[config.mk]
export PLATFORM = sky130hd
export DESIGN_NAME = linear_history_temp_estimator
export DESIGN_NICKNAME = d
export VERILOG_FILES = /design/src/rtl/lhte_pkg.sv /design/src/rtl/lhte_ram.sv /design/src/rtl/lhte_queue.sv /design/src/rtl/lhte_front.sv /design/src/rtl/lhte_back.sv /design/src/rtl/linear_history_temp_estimator.sv
export SDC_FILE = /design/constraint.sdc
export NUM_CORES = 2
export LEC_CHECK = 0
export ABC_AREA = 1
export BUFFER_PORTS_ARGS = -buffer_cell sky130_fd_sc_hd__buf_2
export CAP_MARGIN = 40
export CORE_MARGIN = 2
export CORE_UTILIZATION = 35
export DETAILED_ROUTE_END_ITERATION = 7
export PLACE_DENSITY_LB_ADDON = 0.2
export SLEW_MARGIN = 20
export SYNTH_ARGS = -nofsm -noshare
export SYNTH_HDL_FRONTEND = slang
export SYNTH_SLANG_ARGS = --single-unit
[constraint.sdc]
create_clock -name clk -period 7.05 [get_ports clk]
set_input_delay 1.41 -clock clk [delete_from_list [all_inputs] [get_ports clk]]
set_output_delay 1.41 -clock clk [all_outputs]
set_load 0.05 [all_outputs]
[src/rtl/lhte_pkg.sv]
`timescale 1ns / 1ps
// ----------------------------------------------------------------------------
// lhte_pkg
// Shared types and constants of the linear history temperature estimator.
// ----------------------------------------------------------------------------
package lhte_pkg;

	localparam int IDX_W = 6;
	localparam int VAL_W = 16;
	localparam int CFG_W = 4;
	localparam int CNT_W = 4;
	localparam int NUM_W = 8;   // common width for comparing small counts
	localparam int FRAC_SHIFT = 14;
	localparam int ROUND_HALF = 8192;

	localparam logic [CNT_W-1:0] SEEN_MAX = 4'd15;

	localparam logic [1:0] OP_SAMPLE = 2'd0;
	localparam logic [1:0] OP_COEF   = 2'd1;
	localparam logic [1:0] OP_THRESH = 2'd2;
	localparam logic [1:0] OP_OFFSET = 2'd3;

	localparam logic [1:0] CFG_SENSOR_COUNT  = 2'd0;
	localparam logic [1:0] CFG_HISTORY_ORDER = 2'd1;
	localparam logic [1:0] CFG_OFFSET_COUNT  = 2'd2;

	typedef enum logic [2:0] {
		CMD_STAGE  = 3'd0,
		CMD_COMMIT = 3'd1,
		CMD_DROP   = 3'd2,
		CMD_COEF   = 3'd3,
		CMD_THRESH = 3'd4,
		CMD_OFFSET = 3'd5
	} cmd_t;

	typedef struct packed {
		cmd_t                     cmd;
		logic [IDX_W-1:0]         idx;
		logic signed [VAL_W-1:0]  value;
	} q_entry_t;

	typedef struct packed {
		logic [CFG_W-1:0] sensor_count;
		logic [CFG_W-1:0] history_order;
		logic [CFG_W-1:0] offset_count;
	} cfg_t;

endpackage

[src/rtl/lhte_ram.sv]
`timescale 1ns / 1ps
// ----------------------------------------------------------------------------
// lhte_ram
// Simple dual-port RAM: one write port, one read port with registered data.
// ----------------------------------------------------------------------------
module lhte_ram #(
	parameter int WIDTH = 16,
	parameter int DEPTH = 64
) (
	input  logic                                     clk,
	input  logic                                     we,
	input  logic [(DEPTH > 1 ? $clog2(DEPTH) : 1)-1:0] waddr,
	input  logic [WIDTH-1:0]                         wdata,
	input  logic [(DEPTH > 1 ? $clog2(DEPTH) : 1)-1:0] raddr,
	output logic [WIDTH-1:0]                         rdata
);

	logic [WIDTH-1:0] mem_q [DEPTH];

	always_ff @(posedge clk) begin
		if (we) begin
			mem_q[waddr] <= wdata;
		end
		rdata <= mem_q[raddr];
	end

endmodule

[src/rtl/lhte_queue.sv]
`timescale 1ns / 1ps
// ----------------------------------------------------------------------------
// lhte_queue
// Short first-in first-out queue of classified requests between front and back.
// ----------------------------------------------------------------------------
module lhte_queue #(
	parameter int DEPTH = 4
) (
	input  logic                clk,
	input  logic                arst_n,
	input  logic                push,
	input  lhte_pkg::q_entry_t  push_data,
	input  logic                pop,
	output lhte_pkg::q_entry_t  pop_data,
	output logic                full,
	output logic                empty
);
	import lhte_pkg::*;

	localparam int PW = (DEPTH > 1) ? $clog2(DEPTH) : 1;
	localparam int CW = $clog2(DEPTH + 1);

	q_entry_t        entry_q [DEPTH];
	logic [PW-1:0]   wr_ptr_q;
	logic [PW-1:0]   rd_ptr_q;
	logic [CW-1:0]   count_q;

	assign full     = (count_q == CW'(DEPTH));
	assign empty    = (count_q == '0);
	assign pop_data = entry_q[rd_ptr_q];

	always_ff @(posedge clk) begin
		if (push) begin
			entry_q[wr_ptr_q] <= push_data;
		end
	end

	always_ff @(posedge clk or negedge arst_n) begin
		if (!arst_n) begin
			wr_ptr_q <= '0;
			rd_ptr_q <= '0;
			count_q  <= '0;
		end else begin
			if (push) begin
				wr_ptr_q <= (wr_ptr_q == PW'(DEPTH - 1)) ? '0 : wr_ptr_q + 1'b1;
			end
			if (pop) begin
				rd_ptr_q <= (rd_ptr_q == PW'(DEPTH - 1)) ? '0 : rd_ptr_q + 1'b1;
			end
			if (push && !pop) begin
				count_q <= count_q + 1'b1;
			end else if (pop && !push) begin
				count_q <= count_q - 1'b1;
			end
		end
	end

endmodule

[src/rtl/lhte_front.sv]
`timescale 1ns / 1ps
// ----------------------------------------------------------------------------
// lhte_front
// Accepts input requests, counts vector elements and classifies each request
// into a command for the back end.
// ----------------------------------------------------------------------------
module lhte_front #(
	parameter int MAX_SENSORS = 8
) (
	input  logic                                clk,
	input  logic                                arst_n,
	input  logic                                in_valid,
	output logic                                in_stall,
	input  logic [1:0]                          opcode,
	input  logic [lhte_pkg::IDX_W-1:0]          index,
	input  logic signed [lhte_pkg::VAL_W-1:0]   load_value,
	input  logic                                last_sensor,
	input  logic [lhte_pkg::CFG_W-1:0]          sensor_count,
	input  logic                                q_full,
	output logic                                q_push,
	output lhte_pkg::q_entry_t                  q_data
);
	import lhte_pkg::*;

	logic [CNT_W-1:0] seen_q;
	logic [CNT_W-1:0] seen_next;
	logic             bad_count;

	assign in_stall  = q_full;
	assign q_push    = in_valid && !q_full;
	assign seen_next = (seen_q == SEEN_MAX) ? SEEN_MAX : seen_q + 1'b1;
	assign bad_count = (sensor_count == '0)
		|| (NUM_W'(sensor_count) > NUM_W'(MAX_SENSORS))
		|| (NUM_W'(seen_next) != NUM_W'(sensor_count));

	always_comb begin
		q_data.idx   = index;
		q_data.value = load_value;
		case (opcode)
			OP_SAMPLE: begin
				if (!last_sensor) begin
					q_data.cmd = CMD_STAGE;
				end else if (bad_count) begin
					q_data.cmd = CMD_DROP;
				end else begin
					q_data.cmd = CMD_COMMIT;
				end
			end
			OP_COEF:   q_data.cmd = CMD_COEF;
			OP_THRESH: q_data.cmd = CMD_THRESH;
			OP_OFFSET: q_data.cmd = CMD_OFFSET;
			default:   q_data.cmd = CMD_STAGE;
		endcase
	end

	always_ff @(posedge clk or negedge arst_n) begin
		if (!arst_n) begin
			seen_q <= '0;
		end else if (q_push && opcode == OP_SAMPLE) begin
			seen_q <= last_sensor ? '0 : seen_next;
		end
	end

endmodule

[src/rtl/lhte_back.sv]
`timescale 1ns / 1ps
// ----------------------------------------------------------------------------
// lhte_back
// Executes queued commands: table loads, staging, history commit,
// multiply-accumulate over the history, offset lookup, rounding and output.
// ----------------------------------------------------------------------------
module lhte_back #(
	parameter int MAX_SENSORS = 8,
	parameter int MAX_ORDER   = 8,
	parameter int MAX_OFFSETS = 8
) (
	input  logic                                clk,
	input  logic                                arst_n,
	input  lhte_pkg::cfg_t                      cfg,
	input  logic                                q_empty,
	input  lhte_pkg::q_entry_t                  q_data,
	output logic                                q_pop,
	output logic                                out_valid,
	input  logic                                out_stall,
	output logic signed [lhte_pkg::VAL_W-1:0]   estimate,
	output logic                                status,
	output logic                                saturated
);
	import lhte_pkg::*;

	localparam int SW     = (MAX_SENSORS > 1) ? $clog2(MAX_SENSORS) : 1;
	localparam int OW     = (MAX_ORDER > 1) ? $clog2(MAX_ORDER) : 1;
	localparam int NCOEF  = MAX_ORDER * MAX_SENSORS;
	localparam int CAW    = (NCOEF > 1) ? $clog2(NCOEF) : 1;
	localparam int HAW    = OW + SW;
	localparam int HDEPTH = 1 << HAW;
	localparam int ORW    = $clog2(MAX_ORDER + 1);
	localparam int OCW    = $clog2(MAX_OFFSETS + 1);
	localparam int OIW    = (MAX_OFFSETS > 1) ? $clog2(MAX_OFFSETS) : 1;
	localparam int PRW    = 2 * VAL_W;
	localparam int ACC_W  = PRW + $clog2(NCOEF + 1);
	localparam int TOT_W  = ACC_W + 1;
	localparam int RW     = TOT_W - FRAC_SHIFT;

	localparam logic signed [RW-1:0] EST_MAX = RW'(32767);
	localparam logic signed [RW-1:0] EST_MIN = RW'(-32768);

	typedef enum logic [7:0] {
		ST_IDLE   = 8'b0000_0001,
		ST_FILL   = 8'b0000_0010,
		ST_MAC    = 8'b0000_0100,
		ST_DRAIN  = 8'b0000_1000,
		ST_SEARCH = 8'b0001_0000,
		ST_SUM    = 8'b0010_0000,
		ST_ROUND  = 8'b0100_0000,
		ST_EMIT   = 8'b1000_0000
	} state_t;

	state_t state_q;

	logic signed [VAL_W-1:0] staging_q [MAX_SENSORS];
	logic signed [VAL_W-1:0] thresh_q  [MAX_OFFSETS];
	logic signed [VAL_W-1:0] offval_q  [MAX_OFFSETS];

	logic              primed_q;
	logic [OW-1:0]     write_slot_q;
	logic [OW-1:0]     slot_q;
	logic [ORW-1:0]    ord_q;
	logic              fill_all_q;
	logic [OW-1:0]     fill_slot_q;
	logic [SW-1:0]     sen_q;
	logic [OW-1:0]     lvl_q;
	logic [OW-1:0]     lag_q;
	logic [CAW-1:0]    step_q;
	logic              v_s1;
	logic              v_s2;
	logic signed [PRW-1:0]   prod_s2;
	logic signed [ACC_W-1:0] acc_q;
	logic [OCW-1:0]          off_i_q;
	logic signed [VAL_W-1:0] off_q;
	logic signed [TOT_W-1:0] total_q;
	logic signed [VAL_W-1:0] res_est_q;
	logic                    res_status_q;
	logic                    res_sat_q;

	// ram ports
	logic                    coef_we;
	logic [CAW-1:0]          coef_waddr;
	logic signed [VAL_W-1:0] coef_rd;
	logic                    hist_we;
	logic [HAW-1:0]          hist_waddr;
	logic [HAW-1:0]          hist_raddr;
	logic signed [VAL_W-1:0] hist_rd;

	// derived control values
	logic [ORW-1:0]          ord_eff;
	logic [OW-1:0]           slot_eff;
	logic [OW-1:0]           slot_next;
	logic [OCW-1:0]          oc_eff;
	logic                    sen_last;
	logic                    lag_last;
	logic                    fill_last_slot;
	logic [OIW-1:0]          off_sel;
	logic signed [ACC_W-1:0] thresh_sh;
	logic signed [RW-1:0]    est_raw;
	logic                    out_load;
	logic                    idx_sensor_ok;
	logic                    idx_coef_ok;
	logic                    idx_offset_ok;

	assign q_pop = (state_q == ST_IDLE) && !q_empty;

	assign idx_sensor_ok = NUM_W'(q_data.idx) < NUM_W'(MAX_SENSORS);
	assign idx_coef_ok   = (NUM_W + 1)'(q_data.idx) < (NUM_W + 1)'(NCOEF);
	assign idx_offset_ok = NUM_W'(q_data.idx) < NUM_W'(MAX_OFFSETS);

	always_comb begin
		if (cfg.history_order == '0) begin
			ord_eff = ORW'(1);
		end else if (NUM_W'(cfg.history_order) > NUM_W'(MAX_ORDER)) begin
			ord_eff = ORW'(MAX_ORDER);
		end else begin
			ord_eff = ORW'(cfg.history_order);
		end
		if (NUM_W'(cfg.offset_count) > NUM_W'(MAX_OFFSETS)) begin
			oc_eff = OCW'(MAX_OFFSETS);
		end else begin
			oc_eff = OCW'(cfg.offset_count);
		end
	end

	assign slot_eff  = (NUM_W'(write_slot_q) < NUM_W'(ord_eff)) ? write_slot_q : '0;
	assign slot_next = (NUM_W'(slot_eff) + NUM_W'(1) >= NUM_W'(ord_eff)) ?
		'0 : slot_eff + 1'b1;

	assign sen_last       = (NUM_W'(sen_q) + NUM_W'(1)) == NUM_W'(cfg.sensor_count);
	assign lag_last       = (NUM_W'(lag_q) + NUM_W'(1)) == NUM_W'(ord_q);
	assign fill_last_slot = !fill_all_q
		|| ((NUM_W'(fill_slot_q) + NUM_W'(1)) == NUM_W'(ord_q));

	assign off_sel   = OIW'(off_i_q - 1'b1);
	assign thresh_sh = ACC_W'(thresh_q[off_sel]) <<< FRAC_SHIFT;
	assign est_raw   = total_q[TOT_W-1:FRAC_SHIFT];

	// coefficient table writes come only from queued loads
	assign coef_we    = q_pop && q_data.cmd == CMD_COEF && idx_coef_ok;
	assign coef_waddr = CAW'(q_data.idx);

	assign hist_we    = (state_q == ST_FILL);
	assign hist_waddr = {fill_slot_q, sen_q};
	assign hist_raddr = {lvl_q, sen_q};

	lhte_ram #(
		.WIDTH (VAL_W),
		.DEPTH (NCOEF)
	) u_coef_ram (
		.clk   (clk),
		.we    (coef_we),
		.waddr (coef_waddr),
		.wdata (q_data.value),
		.raddr (step_q),
		.rdata (coef_rd)
	);

	lhte_ram #(
		.WIDTH (VAL_W),
		.DEPTH (HDEPTH)
	) u_hist_ram (
		.clk   (clk),
		.we    (hist_we),
		.waddr (hist_waddr),
		.wdata (staging_q[sen_q]),
		.raddr (hist_raddr),
		.rdata (hist_rd)
	);

	assign out_load = (state_q == ST_EMIT) && (!out_valid || !out_stall);

	// table and staging stores
	always_ff @(posedge clk) begin
		if (q_pop) begin
			case (q_data.cmd)
				CMD_STAGE, CMD_COMMIT, CMD_DROP: begin
					if (idx_sensor_ok) begin
						staging_q[SW'(q_data.idx)] <= q_data.value;
					end
				end
				CMD_THRESH: begin
					if (idx_offset_ok) begin
						thresh_q[OIW'(q_data.idx)] <= q_data.value;
					end
				end
				CMD_OFFSET: begin
					if (idx_offset_ok) begin
						offval_q[OIW'(q_data.idx)] <= q_data.value;
					end
				end
				default: ;
			endcase
		end
	end

	// datapath registers
	always_ff @(posedge clk) begin
		if (v_s1) begin
			prod_s2 <= coef_rd * hist_rd;
		end
		case (state_q)
			ST_IDLE: begin
				acc_q <= '0;
				if (q_pop && q_data.cmd == CMD_DROP) begin
					res_est_q    <= '0;
					res_status_q <= 1'b1;
					res_sat_q    <= 1'b0;
				end
			end
			ST_MAC, ST_DRAIN: begin
				if (v_s2) begin
					acc_q <= acc_q + ACC_W'(prod_s2);
				end
				off_q <= '0;
			end
			ST_SEARCH: begin
				if (off_i_q != '0 && thresh_sh < acc_q) begin
					off_q <= offval_q[off_sel];
				end
			end
			ST_SUM: begin
				total_q <= TOT_W'(acc_q) + (TOT_W'(off_q) <<< FRAC_SHIFT)
					+ TOT_W'(ROUND_HALF);
			end
			ST_ROUND: begin
				res_status_q <= 1'b0;
				if (est_raw > EST_MAX) begin
					res_est_q <= VAL_W'(EST_MAX);
					res_sat_q <= 1'b1;
				end else if (est_raw < EST_MIN) begin
					res_est_q <= VAL_W'(EST_MIN);
					res_sat_q <= 1'b1;
				end else begin
					res_est_q <= VAL_W'(est_raw);
					res_sat_q <= 1'b0;
				end
			end
			default: ;
		endcase
		if (out_load) begin
			estimate  <= res_est_q;
			status    <= res_status_q;
			saturated <= res_sat_q;
		end
	end

	// sequencer
	always_ff @(posedge clk or negedge arst_n) begin
		if (!arst_n) begin
			state_q      <= ST_IDLE;
			primed_q     <= 1'b0;
			write_slot_q <= '0;
			slot_q       <= '0;
			ord_q        <= ORW'(1);
			fill_all_q   <= 1'b0;
			fill_slot_q  <= '0;
			sen_q        <= '0;
			lvl_q        <= '0;
			lag_q        <= '0;
			step_q       <= '0;
			off_i_q      <= '0;
			v_s1         <= 1'b0;
			v_s2         <= 1'b0;
			out_valid    <= 1'b0;
		end else begin
			v_s1 <= (state_q == ST_MAC);
			v_s2 <= v_s1;
			if (out_load) begin
				out_valid <= 1'b1;
			end else if (!out_stall) begin
				out_valid <= 1'b0;
			end
			case (state_q)
				ST_IDLE: begin
					if (q_pop && q_data.cmd == CMD_DROP) begin
						state_q <= ST_EMIT;
					end else if (q_pop && q_data.cmd == CMD_COMMIT) begin
						// the first vector fills every slot of the history
						slot_q       <= slot_eff;
						ord_q        <= ord_eff;
						fill_all_q   <= !primed_q;
						fill_slot_q  <= primed_q ? slot_eff : '0;
						sen_q        <= '0;
						primed_q     <= 1'b1;
						write_slot_q <= slot_next;
						state_q      <= ST_FILL;
					end
				end
				ST_FILL: begin
					if (!sen_last) begin
						sen_q <= sen_q + 1'b1;
					end else if (!fill_last_slot) begin
						sen_q       <= '0;
						fill_slot_q <= fill_slot_q + 1'b1;
					end else begin
						sen_q   <= '0;
						lvl_q   <= slot_q;
						lag_q   <= '0;
						step_q  <= '0;
						state_q <= ST_MAC;
					end
				end
				ST_MAC: begin
					// walk lags newest first, wrapping below slot zero
					step_q <= step_q + 1'b1;
					if (!sen_last) begin
						sen_q <= sen_q + 1'b1;
					end else begin
						sen_q <= '0;
						lag_q <= lag_q + 1'b1;
						lvl_q <= (lvl_q == '0) ? OW'(ord_q - 1'b1) : lvl_q - 1'b1;
						if (lag_last) begin
							state_q <= ST_DRAIN;
						end
					end
				end
				ST_DRAIN: begin
					if (!v_s1 && !v_s2) begin
						off_i_q <= oc_eff;
						state_q <= ST_SEARCH;
					end
				end
				ST_SEARCH: begin
					// highest entry whose threshold is below the sum wins
					if (off_i_q == '0 || thresh_sh < acc_q) begin
						state_q <= ST_SUM;
					end else begin
						off_i_q <= off_i_q - 1'b1;
					end
				end
				ST_SUM: begin
					state_q <= ST_ROUND;
				end
				ST_ROUND: begin
					state_q <= ST_EMIT;
				end
				ST_EMIT: begin
					if (out_load) begin
						state_q <= ST_IDLE;
					end
				end
				default: begin
					state_q <= ST_IDLE;
				end
			endcase
		end
	end

endmodule

[src/rtl/linear_history_temp_estimator.sv]
`timescale 1ns / 1ps
// ----------------------------------------------------------------------------
// linear_history_temp_estimator
// Weighted sum over a history of sensor vectors plus a threshold offset.
// ----------------------------------------------------------------------------
// Requests enter a front end that counts vector elements and classifies each
// request, then wait in a four-entry queue for the back end, so input is taken
// while the back end computes or a result waits on the output, until the queue
// fills. Coefficient and offset loads and non-final elements are handled without
// leaving the back end's idle state. A vector with a wrong element count goes
// from the queue straight to the emit state, which registers its status result
// at the output. A committed vector makes sensor_count history writes
// (history_order * sensor_count on the first vector, which fills every slot),
// then history_order * sensor_count multiply-accumulates at one product a cycle
// through the single-port-read history and coefficient RAMs, a pipeline drain, a
// threshold search over up to offset_count entries, and rounding and output.
// ----------------------------------------------------------------------------
module linear_history_temp_estimator #(
	parameter int MAX_SENSORS = 8,
	parameter int MAX_ORDER   = 8,
	parameter int MAX_OFFSETS = 8
) (
	input  logic                                clk,
	input  logic                                arst_n,
	input  logic                                cfg_write,
	input  logic [1:0]                          cfg_index,
	input  logic [lhte_pkg::CFG_W-1:0]          cfg_data,
	input  logic                                in_valid,
	output logic                                in_stall,
	input  logic [1:0]                          opcode,
	input  logic [lhte_pkg::IDX_W-1:0]          index,
	input  logic signed [lhte_pkg::VAL_W-1:0]   load_value,
	input  logic                                last_sensor,
	output logic                                out_valid,
	input  logic                                out_stall,
	output logic signed [lhte_pkg::VAL_W-1:0]   estimate,
	output logic                                status,
	output logic                                saturated
);
	import lhte_pkg::*;

	cfg_t     cfg_q;
	logic     q_push;
	logic     q_pop;
	logic     q_full;
	logic     q_empty;
	q_entry_t q_in;
	q_entry_t q_out;

	always_ff @(posedge clk or negedge arst_n) begin
		if (!arst_n) begin
			cfg_q.sensor_count  <= CFG_W'(1);
			cfg_q.history_order <= CFG_W'(1);
			cfg_q.offset_count  <= '0;
		end else if (cfg_write) begin
			case (cfg_index)
				CFG_SENSOR_COUNT:  cfg_q.sensor_count  <= cfg_data;
				CFG_HISTORY_ORDER: cfg_q.history_order <= cfg_data;
				CFG_OFFSET_COUNT:  cfg_q.offset_count  <= cfg_data;
				default: ;
			endcase
		end
	end

	lhte_front #(
		.MAX_SENSORS (MAX_SENSORS)
	) u_front (
		.clk          (clk),
		.arst_n       (arst_n),
		.in_valid     (in_valid),
		.in_stall     (in_stall),
		.opcode       (opcode),
		.index        (index),
		.load_value   (load_value),
		.last_sensor  (last_sensor),
		.sensor_count (cfg_q.sensor_count),
		.q_full       (q_full),
		.q_push       (q_push),
		.q_data       (q_in)
	);

	lhte_queue #(
		.DEPTH (4)
	) u_queue (
		.clk       (clk),
		.arst_n    (arst_n),
		.push      (q_push),
		.push_data (q_in),
		.pop       (q_pop),
		.pop_data  (q_out),
		.full      (q_full),
		.empty     (q_empty)
	);

	lhte_back #(
		.MAX_SENSORS (MAX_SENSORS),
		.MAX_ORDER   (MAX_ORDER),
		.MAX_OFFSETS (MAX_OFFSETS)
	) u_back (
		.clk       (clk),
		.arst_n    (arst_n),
		.cfg       (cfg_q),
		.q_empty   (q_empty),
		.q_data    (q_out),
		.q_pop     (q_pop),
		.out_valid (out_valid),
		.out_stall (out_stall),
		.estimate  (estimate),
		.status    (status),
		.saturated (saturated)
	);

endmodule
* Word-level counts from Yosys, hierarchy flattened
Memories as Yosys holds them, arrays and structs flattened. A register that Yosys moved wholly into a read port is not among the register bits.
Cells that the tools add are included.
W data, S select, Z words.
** Operators by class
- $mul :: 1
- Muxes and demuxes :: 81
- Equal/unequal tests :: 42
- Add/sub/neg operators :: 20
- Reduce and logical (&&, ||, !) cells :: 59
- Magnitude comparators :: 9
- Bitwise logic cells :: 1
** Operators with widths (count)
- $pmux W39 S2 :: 1
- $mux W8 :: 9
- $mux W16 :: 4
- $pmux W16 S2 :: 2
- $pmux W8 S8 :: 1
- $mux W3 :: 20
- $add A39 B30 Y40 :: 1
- $add A40 B15 Y40 const B :: 1
- $add A39 B32 Y39 :: 1
- $lt A30 B39 Y1 :: 1
- $mux W39 :: 1
- $mul A16 B16 Y32 :: 1
- $mux W4 :: 7
- $gt A26 B16 Y1 const B :: 1
- $lt A26 B16 Y1 const B :: 1
- $pmux W3 S2 :: 4
- $mux W1 :: 22
- $add A3 B1 Y4 const B :: 4
- $ne A2 B1 Y1 const B :: 8
- $reduce_bool A2 Y1 :: 8
- $add A3 B1 Y3 const B :: 5
- $ne A2 B2 Y1 const B :: 7
- $gt A4 B4 Y1 const B :: 3
- $logic_not A4 Y1 :: 3
- 46 further kinds :: 97
** Storage, ports and cells
- Logic and storage cells :: 251
- Flip-flop bits (word level) :: 231
- Output and inout bits :: 20
- Input port bits :: 36
- Memories :: 6
- Memory bits (writable) :: 2532
** Memory list
- u_back.u_coef_ram.mem_q :: depth 64, width 16, rd ports 1, clocked after Yosys merged registers in 1, wr ports 1, line lhte_ram.sv:18 : logic [WIDTH-1:0] mem_q [DEPTH];
- u_back.u_hist_ram.mem_q :: depth 64, width 16, rd ports 1, clocked after Yosys merged registers in 1, wr ports 1, line lhte_ram.sv:18
- u_back.offval_q :: depth 8, width 16, rd ports 1, clocked after Yosys merged registers in 0, wr ports 1, line lhte_back.sv:58 : logic signed [VAL_W-1:0] offval_q [MAX_OFFSETS];
- u_back.staging_q :: depth 8, width 16, rd ports 1, clocked after Yosys merged registers in 0, wr ports 1, line lhte_back.sv:56 : logic signed [VAL_W-1:0] staging_q [MAX_SENSORS];
- u_back.thresh_q :: depth 8, width 16, rd ports 1, clocked after Yosys merged registers in 0, wr ports 1, line lhte_back.sv:57 : logic signed [VAL_W-1:0] thresh_q [MAX_OFFSETS];
- u_queue.entry_q :: depth 4, width 25, rd ports 1, clocked after Yosys merged registers in 0, wr ports 1, line lhte_queue.sv:23 : q_entry_t entry_q [DEPTH];

* Logic depth before layout (Yosys ltp)
- Word-level depth :: 9
- Gate-level depth with buffers :: 28
- Depth with buffers taken out :: 26

* Hierarchy
Synthesis repeated with hierarchy kept, for this count alone.
** Second synthesis, totals
- Cells, all modules :: 11422
- Area, all modules :: 127109.4 µm²
** Modules (own cells, without submodules)
- lhte_ram :: cells each 3517, sequential area each 31069.8 µm², area an instance 42099.1 µm², times used 2
- lhte_back :: cells each 3902, sequential area each 17133.9 µm², area an instance 37392.1 µm², times used 1
- lhte_queue :: cells each 344, sequential area each 3178.0 µm², area an instance 4429.2 µm², times used 1
- lhte_front :: cells each 87, sequential area each 100.1 µm², area an instance 570.5 µm², times used 1
- linear_history_temp_estimator :: cells each 55, sequential area each 302.8 µm², area an instance 519.2 µm², times used 1

* Worst setup path after synthesis
No wires, ideal clock.
- Path kind :: register -> register
- From :: register u_back.u_hist_ram.rdata[5] (read register of u_back.u_hist_ram.mem_q)
- To :: register u_back.prod_s2[29] (data pin)
- Data arrival time :: 5437 ps
- Buffers on the path :: 2
- Period minus slack after synthesis :: 5689 ps
- Slack :: 1361 ps
- Setup time :: 252 ps
- Stages on the path, launching flop included :: 23
- Data required time :: 6798 ps
- Cell sequence :: dfxtp_1 -> clkbuf_1 -> clkbuf_1 -> nand2_1 -> fa_1 -> inv_1 -> fa_1 -> fa_1 -> fa_1 -> fa_1 -> inv_1 -> fa_1 -> inv_1 -> ha_1 -> a21oi_1 -> o21ai_0 -> a21oi_1 -> nand3_1 -> a21o_1 -> nand2_1 -> nand2_1 -> nand2_1 -> nand2_1
** On the way
- Longest elaborated chain between the ends :: 1
** Ends and longest elaborated chain
- from (decl) :: line lhte_ram.sv:15 : output logic [WIDTH-1:0] rdata
- $mul A16 B16 Y32 :: line lhte_back.sv:201 : prod_s2 <= coef_rd * hist_rd;
- to (signal assigned) :: line lhte_back.sv:201
- to (decl) :: line lhte_back.sv:72 : logic signed [PRW-1:0] prod_s2;
Every way passes these cells.
A chain may end at the register's enable or synchronous reset.

* Worst setup path after layout
- From :: register u_back.u_coef_ram.rdata[15] (read register of u_back.u_coef_ram.mem_q)
- To :: register u_back.prod_s2[29] (data pin)
** On the way
- Longest elaborated chain between the ends :: 1
** Ends and longest elaborated chain (line)
- from (decl) :: lhte_ram.sv:15
- $mul A16 B16 Y32 :: lhte_back.sv:201
Every way passes these cells.

==> results by group <==
Setup path
  – Critical Path Most Common Cell: fa_1
  – CP Launch Type: flip-flop
  – R2R Setup Slk: approximately 0.9 ns
  – CP Cell Sequence: nand2_1 -> inv_1 -> fa_1 -> fa_1 -> fa_1 -> fa_1 -> fa_1 -> inv_1 -> fa_1 -> inv_1 -> ha_1 -> nand2_1 -> nor3_1 -> nand4_1 -> nand3_1 -> a21o_1 -> nand2_1 -> nand3_1 -> nand2_1
  – Worst EP arrival: 6.78 ns
  – R2R cell count: 19
  – CP max FO: 8
  – Slowest cell on the critical path: fa_1
  – Max stage delay on crit path: roughly 0.90 ns
  – Crit Path Category: flip-flop to flip-flop
  – Worst R2R Start: u_back.u_coef_ram.rdata[15]
  – CP required: between 7 and 8 ns
  – Crit end category: flip-flop
  – Reg-to-reg endpoint: u_back.prod_s2[29]

Global route
  – Grt ovf: 0
  – Number of global-route vias before repair: between 70000 and 80000
  – Pin count of the biggest net entering global routing: 133
  – Met2 usage in global routing: between 30% and 40%
  – Met1 Usage GRT: 28.1%
  – Tot GR Track Use: 20.2%
  – Antenna violations before repair: 31
  – Global-route wire length before repair: around 520000 um
  – GR Layer Usage met3: approximately 3.2%
  – Most Crowded Layer GR: met2

Synth
  – XOR/XNOR share of the synthesized area: less than 1%
  – Syn avg cell area: roughly 12 sq um
  – Mapped cell area: between 100000 and 150000 sq um
  – Synth area leaders: edfxtp_1 (66%), nand2_1 (5.0%), fa_1 (4.4%), nor2_1 (3.7%), o21ai_0 (3.5%)
  – Post-synth EDFFs: ~2700
  – Fraction of registers with async set/reset: around 2.4%
  – Register area share after synthesis: 68.3%
  – Post-Synth Adder-Cell Area: between 6 and 7%
  – Compound-cell area share of the yosys netlist: between 8 and 9%
  – Predominant post-synthesis flop cell: edfxtp_1
  – Synth Register Bits: 2781
  – Synth Area in Simple Gates: a little under an eighth
  – Post-synthesis cell type count: 69
  – Mapped Cells: 9791
  – Syn nets: between 10000 and 15000
  – Post-synth top area cell: edfxtp_1
  – Area fraction of the dominant cell type after synthesis: around two thirds
  – Main combinational cell family by area after synthesis: simple AND/OR/NAND/NOR gates
  – Mux contribution to synthesized area: 0.00928%
  – Synthesis Warnings: 0

CTS
  – Clk_lat worst skew: about 0.9 ns
  – Clk sinks: approximately 2800
  – CTS max path bufs: 4
  – Post_cts resized: 0
  – # hold bufs at CTS: 0
  – Clock slew at reported path FFs: about 0.06 ns
  – CTS buffer count: 308
  – Postcts setup bufs: 0
  – CTS tree: built
  – CTS root buf: clkbuf_16
  – H-Tree Depth: 5

Timing
  – Skew final: about 0.09 ns
  – Fin. Hold Viols: 0
  – Worst-Margin Slew: roughly 1 ns
  – Max-slew violations: 0
  – Final setup viols: 0
  – Part of the cycle the worst path needs: 87.3%
  – Slew headroom: around 33%
  – Min Tclk post-route: between 6 and 7 ns
  – RSZ-0062 raised after global routing: false
  – Final hold slack: ~0.42 ns
  – Total Negative Setup Slacks: 0 ns
  – FMAX: around 160 MHz

Floorplan
  – Number of I/O pins: 56
  – Die Ht: 593 um
  – Core area: approximately 350000 sq um
  – Initial Util: 35.1%
  – Row Count: about 220
  – Die area: between 300000 and 400000 sq um
  – Die width: between 500 and 600 um

Placement
  – Count of buffers from port buffering: 55
  – Final Wtd Congestion: ~0.86
  – Detailed placement HPWL: 221000 um

Route
  – Vias: about 78000
  – Via density: between 5 and 6
  – # DRC: 0
  – DRT iter0 DRCs: around 7200
  – Final WL: 362000 um
  – TritonRoute pass-1 iters: 6
  – Number of routed nets with antenna violations: 0
  – Routed WL per cell: about 24 um

Hold path
  – Hold_sp: u_back.res_est_q[4]
  – Hold Path End: u_back.estimate[4]
  – Min-Delay Path Depth: 0
  – Hold Crit Class: flip-flop to flip-flop

Cells and area
  – Share of layout cells above drive strength 1: under 10%
  – Synth-to-layout area growth: 13.7%
  – Final #Nets: roughly 10000

Run status
  – Status: completed

Run
  – Max_cap viols: 0
==> cell type report <==
cell class                      instances  area [sq um]
Antenna cell                           14          35.0
Clock buffer                          396          8290
Clock inverter                        153          1420
Fill cell                           32300        208000
Inverter                              765          2940
Multi-Input combinational cell       5755         33700
Sequential cell                      2781         82900
Tap cell                             4578          5730
Timing Repair Buffer                  367          3020
==> synth_stat cells (all sizes together), types with 5 or more instances <==
cell type	n
edfxtp	2681
nand2	1638
nor2	1207
o21ai	886
inv	762
clkbuf	276
nand3	273
fa	265
a21oi	243
o22ai	229
buf	214
nand4	191
ha	190
a22oi	100
o221ai	100
dfrtp	64
a22o	58
xor2	53
nor3	42
o211ai	40
a31oi	35
dfxtp	32
xnor2	32
a221oi	21
o2111ai	19
nor4	17
a21o	16
o21a	15
a211oi	14
or2	14
and3	10
o21bai	10
a21boi	7
nand3b	7
o2bb2ai	6
o31ai	5
==> metrics by stage <==
step / util, % / cells / setup WS, ns / area, sq um
after floorplan: - / 9791 / 1.36 / 121000
after global placement: 36.9 / 14200 / 0.906 / 128000
after detailed placement: 37.1 / 14200 / 0.949 / 128000
after CTS: 39.9 / 14800 / 0.950 / 138000
after global routing: 39.9 / 14800 / 0.571 / 138000
final: 39.9 / 14800 / 0.899 / 138000
==> logic make-up after synthesis <==
group,Yosys count
and+or+nand+nor,3402
muxes,1
AOI/OAI and AO/OA,1812
adders and majority gates,455
xor gates and xnor gates,85
buffers and inverters,1255
DFF,2781
==> sequential cells by signal, indices dropped and copies added, names as in the netlist, 6 cells and up <==
register and count:
cfg_q 12, u_back.acc_q 39, u_back.estimate 16, u_back.off_q 16
u_back.offval_q 128, u_back.prod_s2 32, u_back.res_est_q 16, u_back.staging_q 128
u_back.state_q 8, u_back.step_q 6, u_back.thresh_q 128, u_back.total_q 26
u_back.u_coef_ram.mem_q 1024, u_back.u_coef_ram.rdata 16, u_back.u_hist_ram.mem_q 1024, u_back.u_hist_ram.rdata 16
u_queue.entry_q 100
==> how the worst max path moves through the flow <==
stage / slack [ns] / start / to / cells past startpoint
6_report: 0.90 / u_back.u_coef_ram.rdata[15] / u_back.prod_s2[29] / 19
5_1_grt: 0.57 / u_back.u_coef_ram.rdata[15] / u_back.prod_s2[29] / 20
4_1_cts: 0.95 / u_back.u_coef_ram.rdata[15] / u_back.prod_s2[29] / 20
3_5_place_dp: 0.95 / u_back.u_coef_ram.rdata[15] / u_back.prod_s2[29] / 20
3_3_place_gp: 0.91 / u_back.u_coef_ram.rdata[15] / u_back.prod_s2[29] / 20
2_1_floorplan: 1.36 / u_back.u_hist_ram.rdata[5] / u_back.prod_s2[29] / 22
==> routing by layer <==
layer,share of wire (%),up-vias
met2,47,2491
met3,6.5,521
li1,-,35200
met5,0.027,-
met4,3.0,14
met1,44,39300
==> critical path, delay by kind of cell (launching register included) <==
family,cells,cell delay [ns]
buffers and inverters,3,0.23
and+or+nand+nor,8,1.22
DFF,1,0.48
AOI/OAI and AO/OA,1,0.17
adders and majority gates,7,3.82
==> placed cells by master, fill, tap and decap left out, types with 30 or more instances in the layout <==
master     count
a22oi_1       97
o22ai_1      213
nor2_2        30
nor3_1        42
clkinv_2      38
o21ai_1       36
a31oi_1       35
nand3_1      263
clkbuf_1      75
nand2_1     1615
fa_1         265
clkbuf_16    319
a21oi_1      241
o211ai_1      40
xor2_1        53
buf_2         54
nor2_1      1164
dfrtp_1       59
clkinv_1      75
buf_4        279
ha_1         189
edfxtp_1    2681
o221ai_1     100
dfxtp_1       32
inv_1        733
xnor2_1       31
a22o_1        58
nand4_1      191
o21ai_0      848
Power is left out: the tool's default activity adds up to more than one toggle a clock period on the data nets, which glitch-free logic cannot reach.
